<file path="src/design/ppg_pkg.sv">
// Shared package for the pixel-to-ground projection block.
// Holds register codes, reset values, fixed-point constants and width helpers.
// No dependencies.
package ppg_pkg;

  localparam int unsigned PIXEL_BITS_DEF = 12;
  localparam int unsigned COORD_BITS_DEF = 16;

  localparam int unsigned CFG_IDX_W      = 3;
  localparam int unsigned CFG_DATA_W     = 48;
  localparam int unsigned FINV_W         = 24;
  localparam int unsigned RAY_FRAC       = 28;
  localparam int unsigned DIV_SHIFT      = 16;
  localparam int unsigned HORIZON_SHIFT  = 18;
  localparam int unsigned RANGE_LIMIT    = 12764;

  typedef enum logic [CFG_IDX_W-1:0] {
    REG_ROT_X   = 3'd0,
    REG_ROT_Y   = 3'd1,
    REG_ROT_Z   = 3'd2,
    REG_CAM_POS = 3'd3,
    REG_OPT_CTR = 3'd4,
    REG_FOC_INV = 3'd5
  } cfg_reg_e;

  localparam logic [47:0] ROT_X_RST   = 48'd16384;
  localparam logic [47:0] ROT_Y_RST   = 48'd1073741824;
  localparam logic [47:0] ROT_Z_RST   = 48'd70368744177664;
  localparam logic [47:0] CAM_POS_RST = 48'd2147483648000;
  localparam logic [31:0] OPT_CTR_RST = 32'd251663360;
  localparam logic [23:0] FOC_INV_RST = 24'd33554;

  typedef struct packed {
    logic [47:0] rot_x;
    logic [47:0] rot_y;
    logic [47:0] rot_z;
    logic [47:0] cam_pos;
    logic [31:0] opt_ctr;
    logic [23:0] finv;
  } ppg_cfg_t;

  // Width of the Q.4 pixel offset from the optical center.
  function automatic int ppg_dx_w(input int pb);
    return (((pb + 4) > 16) ? (pb + 4) : 16) + 1;
  endfunction

  // Width of the world vector after the floor shift (divisor width).
  function automatic int ppg_den_w(input int pb);
    return ppg_dx_w(pb) + 27;
  endfunction

  // Width of the division numerator.
  function automatic int ppg_num_w(input int pb);
    return ppg_den_w(pb) + 17;
  endfunction

  // Quotient bits kept: enough for saturation and the range test.
  function automatic int ppg_quo_w(input int cb);
    return (cb > 15) ? cb : 15;
  endfunction

endpackage

</file>
<file path="src/design/ppg_div.sv">
// Pipelined restoring divider, one quotient bit per stage, truncating toward zero.
// Gives magnitude, sign and an overflow flag; depends on ppg_pkg.
module ppg_div #(
  parameter int unsigned NUM_W = ppg_pkg::ppg_num_w(ppg_pkg::PIXEL_BITS_DEF),
  parameter int unsigned DEN_W = ppg_pkg::ppg_den_w(ppg_pkg::PIXEL_BITS_DEF),
  parameter int unsigned QUO_W = ppg_pkg::ppg_quo_w(ppg_pkg::COORD_BITS_DEF)
) (
  input  logic                    clk_i,
  input  logic                    rst_ni,
  input  logic                    valid_i,
  input  logic                    tag_i,
  input  logic signed [NUM_W-1:0] num_i,
  input  logic signed [DEN_W-1:0] den_i,
  output logic                    valid_o,
  output logic                    tag_o,
  output logic                    neg_o,
  output logic                    ovf_o,
  output logic [QUO_W-1:0]        quo_o
);
  import ppg_pkg::*;

  localparam int unsigned CW = NUM_W + QUO_W;

  // Entry stage: magnitudes and sign
  logic             va_q, ta_q, na_q;
  logic [NUM_W-1:0] nmag_d, nmag_q;
  logic [DEN_W-1:0] dmag_d, dmag_q;
  // Overflow stage
  logic             vb_q, tb_q, nb_q, ob_q;
  logic [NUM_W-1:0] rb_q;
  logic [DEN_W-1:0] db_q;
  logic             ovf_d;

  // Bit stages
  logic             vs_q [QUO_W];
  logic             ts_q [QUO_W];
  logic             ns_q [QUO_W];
  logic             os_q [QUO_W];
  logic [NUM_W-1:0] rs_q [QUO_W];
  logic [DEN_W-1:0] ds_q [QUO_W];
  logic [QUO_W-1:0] qs_q [QUO_W];

  assign nmag_d = num_i[NUM_W-1] ? NUM_W'(-num_i) : NUM_W'(num_i);
  assign dmag_d = den_i[DEN_W-1] ? DEN_W'(-den_i) : DEN_W'(den_i);
  assign ovf_d  = {{QUO_W{1'b0}}, nmag_q} >= CW'({dmag_q, {QUO_W{1'b0}}});

  always_ff @(posedge clk_i or negedge rst_ni) begin
    if (!rst_ni) begin
      va_q <= 1'b0;
      vb_q <= 1'b0;
    end else begin
      va_q <= valid_i;
      vb_q <= va_q;
    end
  end

  always_ff @(posedge clk_i) begin
    ta_q   <= tag_i;
    na_q   <= num_i[NUM_W-1] ^ den_i[DEN_W-1];
    nmag_q <= nmag_d;
    dmag_q <= dmag_d;
    tb_q   <= ta_q;
    nb_q   <= na_q;
    ob_q   <= ovf_d;
    rb_q   <= nmag_q;
    db_q   <= dmag_q;
  end

  for (genvar k = 0; k < QUO_W; k++) begin : g_stage
    localparam int unsigned BIT = QUO_W - 1 - k;
    logic             v_in, t_in, n_in, o_in;
    logic [NUM_W-1:0] r_in;
    logic [DEN_W-1:0] d_in;
    logic [QUO_W-1:0] q_in, q_nx;
    logic [CW-1:0]    trial;
    logic             take;
    logic [NUM_W-1:0] r_nx;

    if (k == 0) begin : g_first
      assign v_in = vb_q;
      assign t_in = tb_q;
      assign n_in = nb_q;
      assign o_in = ob_q;
      assign r_in = rb_q;
      assign d_in = db_q;
      assign q_in = '0;
    end else begin : g_next
      assign v_in = vs_q[k-1];
      assign t_in = ts_q[k-1];
      assign n_in = ns_q[k-1];
      assign o_in = os_q[k-1];
      assign r_in = rs_q[k-1];
      assign d_in = ds_q[k-1];
      assign q_in = qs_q[k-1];
    end

    assign trial = CW'({d_in}) << BIT;
    assign take  = {{QUO_W{1'b0}}, r_in} >= trial;
    assign r_nx  = take ? NUM_W'({{QUO_W{1'b0}}, r_in} - trial) : r_in;

    always_comb begin
      q_nx      = q_in;
      q_nx[BIT] = take;
    end

    always_ff @(posedge clk_i or negedge rst_ni) begin
      if (!rst_ni) begin
        vs_q[k] <= 1'b0;
      end else begin
        vs_q[k] <= v_in;
      end
    end

    always_ff @(posedge clk_i) begin
      ts_q[k] <= t_in;
      ns_q[k] <= n_in;
      os_q[k] <= o_in;
      rs_q[k] <= r_nx;
      ds_q[k] <= d_in;
      qs_q[k] <= q_nx;
    end
  end

  assign valid_o = vs_q[QUO_W-1];
  assign tag_o   = ts_q[QUO_W-1];
  assign neg_o   = ns_q[QUO_W-1];
  assign ovf_o   = os_q[QUO_W-1];
  assign quo_o   = qs_q[QUO_W-1];

endmodule

</file>
<file path="config.mk">
export PLATFORM = sky130hd
export DESIGN_NAME = ppg_div
export DESIGN_NICKNAME = d
export VERILOG_FILES = /design/src/design/ppg_pkg.sv /design/src/design/ppg_div.sv
export SDC_FILE = /design/constraint.sdc
export NUM_CORES = 2
export LEC_CHECK = 0
export BUFFER_PORTS_ARGS = -buffer_cell sky130_fd_sc_hd__buf_4
export CAP_MARGIN = 10
export CORE_ASPECT_RATIO = 0.5
export CORE_UTILIZATION = 45
export DETAILED_ROUTE_END_ITERATION = 8
export PLACE_DENSITY = 0.64
export SLEW_MARGIN = 5
export SYNTH_ARGS = -nofsm -noshare
export SYNTH_HDL_FRONTEND = slang
export SYNTH_SLANG_ARGS = --single-unit
</file>
<file path="constraint.sdc">
create_clock -name clk_i -period 4.2 [get_ports clk_i]
set_input_delay 1.05 -clock clk_i [delete_from_list [all_inputs] [get_ports clk_i]]
set_output_delay 1.05 -clock clk_i [all_outputs]
set_load 0.01 [all_outputs]
</file>
* Yosys cells after proc, flatten, opt, wreduce, memory -nomap -nowiden
Memory sizes are Yosys's and may differ from the RTL's. Cells that the tools add are included. Widths: inputs -> output; s select.
Cells by class: bitwise gates (word level) 1, equality and inequality tests 0, $add $sub $neg 18, mux-type cells 18, magnitude comparators 17, shift-type cells 0, reductions and logical operators 0, $mul 0, div/mod/pow operators 0
Operator list (count):
- $mux 61 | 16
- $ge 61x44->1 | 1
- $ge 61x45->1 | 1
- $ge 61x46->1 | 1
- $ge 61x47->1 | 1
- $ge 61x48->1 | 1
- $ge 61x49->1 | 1
- $ge 61x50->1 | 1
- $ge 61x51->1 | 1
- $ge 61x52->1 | 1
- $ge 61x53->1 | 1
- $ge 61x54->1 | 1
- $ge 61x55->1 | 1
- $ge 61x56->1 | 1
- $ge 61x57->1 | 1
- $ge 61x58->1 | 1
- $ge 61x59->1 | 1
- $ge 61x60->1 | 1
- $neg 61->61 | 1
- $sub 61x44->61 | 1
- $sub 61x45->61 | 1
- $sub 61x46->61 | 1
- $sub 61x47->61 | 1
- $sub 61x48->61 | 1
- 15 further kinds | 15
Word-level totals: RAM bits 1984, memory bits (read-only) 0, input bits 109, word-level logic and storage cells 89, output and inout port bits 20, bits in latches 0, memories kept 6, flip-flop bits (word level) 233
Memory list:
- rs_q | depth 16, width 61, read ports 15, clocked after Yosys merged registers in 0, wr ports 16, line ppg_div.sv:39 | logic [NUM_W-1:0] rs_q [QUO_W];
- ds_q | depth 16, width 44, read ports 15, clocked after Yosys merged registers in 0, wr ports 16, line ppg_div.sv:40 | logic [DEN_W-1:0] ds_q [QUO_W];
- qs_q | depth 16, width 16, read ports 16, clocked after Yosys merged registers in 0, wr ports 16, line ppg_div.sv:41 | logic [QUO_W-1:0] qs_q [QUO_W];
- ns_q | depth 16, width 1, read ports 16, clocked after Yosys merged registers in 0, wr ports 16, line ppg_div.sv:37 | logic ns_q [QUO_W];
- os_q | depth 16, width 1, read ports 16, clocked after Yosys merged registers in 0, wr ports 16, line ppg_div.sv:38 | logic os_q [QUO_W];
- ts_q | depth 16, width 1, read ports 16, clocked after Yosys merged registers in 0, wr ports 16, line ppg_div.sv:36 | logic ts_q [QUO_W];

* Longest topological paths before layout
An unclocked memory read counts as a cell.
depth after elaboration 3, depth in mapped cells 16, depth with buffers taken out 15

* Worst setup path after synthesis
No wires, ideal clock.
path kind input -> register, start input num_i[22], end register nmag_q[58], setup time 72 ps, arrival 4621 ps, required time 4128 ps, setup slack -494 ps, path buffers 0, stages 9, path through or4_4 or4_1 or4_4 or4_4 or3_4 or3_4 or3_4 o41ai_2 xnor2_1
On the way: word-level cells in the longest chain between the ends 2
Ends and longest elaborated chain:
- from (decl) | line ppg_div.sv:12 | input logic signed [NUM_W-1:0] num_i,
- $neg 61->61 | line ppg_div.sv:43 | assign nmag_d = num_i[NUM_W-1] ? NUM_W'(-num_i) : NUM_W'(num_i);
- $mux 60 | line ppg_div.sv:43
- via nmag_d[58] | line ppg_div.sv:26 | logic [NUM_W-1:0] nmag_d, nmag_q;
- to (signal assigned) | line ppg_div.sv:60 | nmag_q <= nmag_d;
- to (decl) | line ppg_div.sv:26
The timed path passes the listed nets, and every way through them passes these cells. A chain may end at the register's enable or synchronous reset.

* Worst setup path in the final report
Ends and elaborated chain as after synthesis.

==> results.md <==
- The overall routing resource usage is 0.217.
- The net switching power of the design is 0.0364 W.
- The count of unique library cells instantiated by Yosys is 80.
- The tree built by TritonCTS fans out to 1992 sinks.
- For this block, the via count after detailed routing is 73800.
- The clock root buffer is clkbuf_16.
- The filler-free cell count of the finished design is 13900.
- STA puts the critical path data required time at 4940 ps.
- The total die area is 213000 sq um.
- By count the netlist is led by dfxtp_1 (1974), a21oi_1 (1002), inv_1 (955).
- The weighted congestion reported at the end of routability-driven placement is a little under 1.
- The nature of the critical path startpoint is an input port.
- The number of nets in the synthesized netlist is 11700.
- The wire length of the first global-routing pass is 377000 um.
- The per-cell via count in the routed design is around 5.3.
- The number of placed I/O pins is 129.
- The total overflow left after global routing is 0.
- The number of enable-type register cells in the synthesized netlist is 0.
- The first detailed-routing pass ran for 8 iterations.
- Yosys attributes the largest share of cell area to dfxtp_1 (42%), ha_1 (9.9%), a21oi_1 (5.3%).
- The cell count after placement is 13500.
- The number of flip-flops and latches in the synthesized netlist is 1992.
- The data arrival at the endpoint of the critical path is 4880 ps.
- The share of total power dissipated in combinational logic is 0.489.
- The share of post-route cells with drive strength above 1 is 0.0776.
- The number of buffers and inverters on the critical path is 1.
- The diode insertion count for antenna repair is 0.
- The number of port buffers is between 100 and 150.
- Measured along the x axis, the die boundary spans between 600 and 700 um.
- STA classifies the critical path endpoint as a flip-flop.
- The share of total power consumed by net switching is 0.403.
- The number of max-capacitance violations reported is 0.
- The largest single stage delay on the critical path is 540 ps.
- Each instance of the synthesized netlist takes up on average approximately 9 sq um.
- The area of combinational cells with multiple inputs is around 50000 sq um.
- The flip-flop cell with the highest count after synthesis is dfxtp_1.
- In the post-synthesis netlist, the cell with the most instances is dfxtp_1.
- For the pin with the worst max-slew slack, the measured transition is 871 ps.
- The top fanout value on the critical path is 5.
- The top-area cell type share of the netlist area is 0.416.
- The detailed-placement wirelength estimate is ~190000 um.
- Traced cell by cell, the critical path runs through buf_4 > or4_4 > or4_1 > or4_4 > or4_4 > or3_4 > or3_4 > or3_4 > o41ai_2 > xnor2_1.
- The number of levels the H-tree was split into is 4.
- The worst-path cell with the longest stage delay is or4_4.
- For this run, the number of Yosys warnings is 0.
- The effective utilization at floorplan is 0.456.
- The flow ran to the end, and the final reports show no timing, DRC or antenna violations.
- Setup repair after global routing left no endpoint under its margin.
- The min-delay analysis places its worst path in the category in -> async.
- The clock arrives with ~48 ps of skew.
- The number of placement rows is around 120.
- Dividing the detail-routed wire length by the instance count gives 17.2 um.
- Across the VDD grid, the largest voltage drop is about 0.35 mV.
- The final setup violation count is 0.
- Entering global routing, the biggest net connects 78 pins.
- Power spread over the standard cell area amounts to 849 nW/um^2.
- The portion of total power attributed to the clock network is 0.194.
- The via count of the first global-routing pass is 71400.
- The final cell utilization of the core is 0.511.
- The clock passes through at most 4 buffers.
- The share of total power dissipated in sequential elements is 0.317.
- After layout, the minimum clock period comes to 4140 ps.
- The source-to-sink clock delay at the later pin of the worst-skew pair is 850 ps.
- Dividing the final minimum period by the clock period gives 0.986.
- The cell count after synthesis came out at 10800.
- The final hold violation count is 0.
- The CTS tree is built.
- The cell family contributing the most delay on the critical path is simple AND/OR/NAND/NOR gates.
- The library cell occupying the most area in the post-synthesis netlist is dfxtp_1.
- In the final design database the tool counted between 10000 and 15000 nets.
- The floorplan step set the die height to 327 um.
- In the synthesized netlist the async set-or-reset flop fraction comes to 0.00904.
- The worst setup path is of the in -> reg kind.
- The total detailed-routing wirelength is between 200000 and 250000 um.
- The number of slew-limit violations in the final report was 0.
- The number of DRC violations after detailed routing is 0.
- After the first detailed-routing iteration, the DRC count stood at 5474.
- The mapped netlist covers 94900 sq um.
- The number of antenna violations at the first check in global routing was 0.
- From synthesis to final layout, the design area changed by 12.0%.
- The highest attainable clock frequency is around 240 MHz.
- The hold buffer count at cts is 0.
- The share of the Yosys chip area taken by registers is 0.421.
- After floorplanning, the core was sized to cover about 210000 sq um.
- Adding up every negative setup slack in the final design gives 0 ps.
- Buffers inserted during clock tree synthesis total 192.
- After filler insertion, the fill cell instance count of the layout stands at 19700.
- Across the whole layout, storage elements account for 40000 sq um.
- The clock transition at the registers of the reported paths is 60 ps.
- In this run the static leakage power is between 40 and 50 nW.
- Internal power comes to between 0.05 and 0.06 W.
- The residual antenna-violating net count after detailed routing is 0.
- The headroom to the max-slew limit is 0.413.
==> routing by layer <==
layer | GRT usage | share of wire | vias up
li1 | - | - | 38000
met1 | 0.294 | 0.48 | 33300
met2 | 0.349 | 0.43 | 1963
met3 | 0.0275 | 0.044 | 491
met4 | 0.0912 | 0.045 | 0
met5 | 0 | 0 | -
==> power groups by stage <==
stage	registers, W	logic, W	clock network [W]
6_report	0.0286	0.0441	0.0175
5_1_grt	0.0292	0.0491	0.0189
4_1_cts	0.0286	0.0437	0.0180
3_5_place_dp	0.0289	0.0434	0
3_3_place_gp	0.0290	0.0431	0
2_1_floorplan	0.0272	0.0335	0
==> per-stage QoR <==
stage | power, W | worst slack (ps) | cell area (sq um) | hold slack [ps]
2_1_floorplan | 0.0607 | -494 | 94900 | 310
3_3_place_gp | 0.0721 | -771 | 99900 | 310
3_5_place_dp | 0.0723 | -801 | 99900 | 312
4_1_cts | 0.0902 | 88.8 | 106000 | 7.04
5_1_grt | 0.0971 | 2.88 | 106000 | 32.0
6_report | 0.0903 | 58.5 | 106000 | 77.8
==> layout make-up <==
class / count / share of cell area
multi-input combinational: 7443 / 0.470
sequential: 1992 / 0.376
clock buffer: 262 / 0.0513
inverter: 957 / 0.0338
tap: 2760 / 0.0325
timing repair buffer: 369 / 0.0278
clock inverter: 72 / 0.00871
==> path summary, 6_finish.rpt <==
check / depth (start not counted) / slack, ps / from / end
max: 10 / 60 / num_i[22] / nmag_q[58]$_DFF_P_
min: 1 / 80 / rst_ni / va_q$_DFF_PN0_
max reg2reg: 14 / 170 / ds_q[0][307]$_DFF_P_ / rs_q[0][482]$_DFF_P_
min reg2reg: 0 / 320 / ds_q[1][240]$_DFF_P_ / ds_q[1][284]$_DFF_P_
max in group asynchronous: 1 / 3930 / rst_ni / g_stage[12].v_in$_DFF_PN0_
min in group clk_i: 0 / 320 / ds_q[1][240]$_DFF_P_ / ds_q[1][284]$_DFF_P_
==> timing repair <==
item                                    in CTS  in global routing
pin swaps                                    1                  0
endpoints found under the setup margin       1                  5
resized for setup                            0                  4
buffers inserted                             2                  0
==> kinds of logic (layout without fill, tap and decap cells) <==
| family | after synthesis | count (layout) | share of synthesized area |
|---|---|---|---|
| adder cells (fa/ha/maj) | 765 | 765 | 0.102 |
| multiplexers | 80 | 80 | 0.00945 |
| flip-flops | 1992 | 1992 | 0.421 |
| XOR/XNOR | 822 | 822 | 0.0759 |
| buffers and inverters | 1359 | 1660 | 0.0538 |
| AND/OR/NAND/NOR | 2757 | 2757 | 0.142 |
| AO/OA/AOI/OAI | 3019 | 3019 | 0.196 |
==> cell usage in the layout, fill, tap and decap left out, drive strengths merged, types with 22 or more instances in the layout <==
cell type	Yosys	final
or4	59	59
mux2	77	77
nand4	227	227
a221oi	27	27
o41ai	31	31
clkbuf	374	262
o31ai	91	91
o221ai	23	23
nand2b	84	84
nand2	882	882
and4	25	25
or3	65	65
nand3	183	183
a21oi	1002	1002
a211oi	51	51
nor2	635	635
inv	955	958
nor4b	32	32
a31oi	84	84
o21bai	138	138
o31a	22	22
or2	35	35
o21a	86	86
a31o	25	25
buf	28	369
and3	69	69
and2	54	54
nor3b	23	23
nor2b	95	95
nor3	142	142
o21ai	764	764
xnor2	495	495
nor4	98	98
a21o	426	426
clkinv	2	45
dfxtp	1974	1974
xor2	327	327
o211ai	42	42
a21boi	38	38
ha	750	750
==> flip-flops by register name, indices dropped and copies added (netlist names) <==
| register | flops |
|---|---|
| g_stage.t_in | 1 |
| na_q | 1 |
| nmag_q | 61 |
| ns_q | 16 |
| qs_q | 136 |
| ds_q | 660 |
| ta_q | 1 |
| dmag_q | 44 |
| g_stage.r_in | 61 |
| db_q | 44 |
| va_q | 1 |
| g_stage.n_in | 1 |
| g_stage.v_in | 16 |
| valid_o | 1 |
| ts_q | 16 |
| os_q | 16 |
| g_stage.o_in | 1 |
| rs_q | 915 |
No activity file was read; power rests on OpenSTA's default activity.
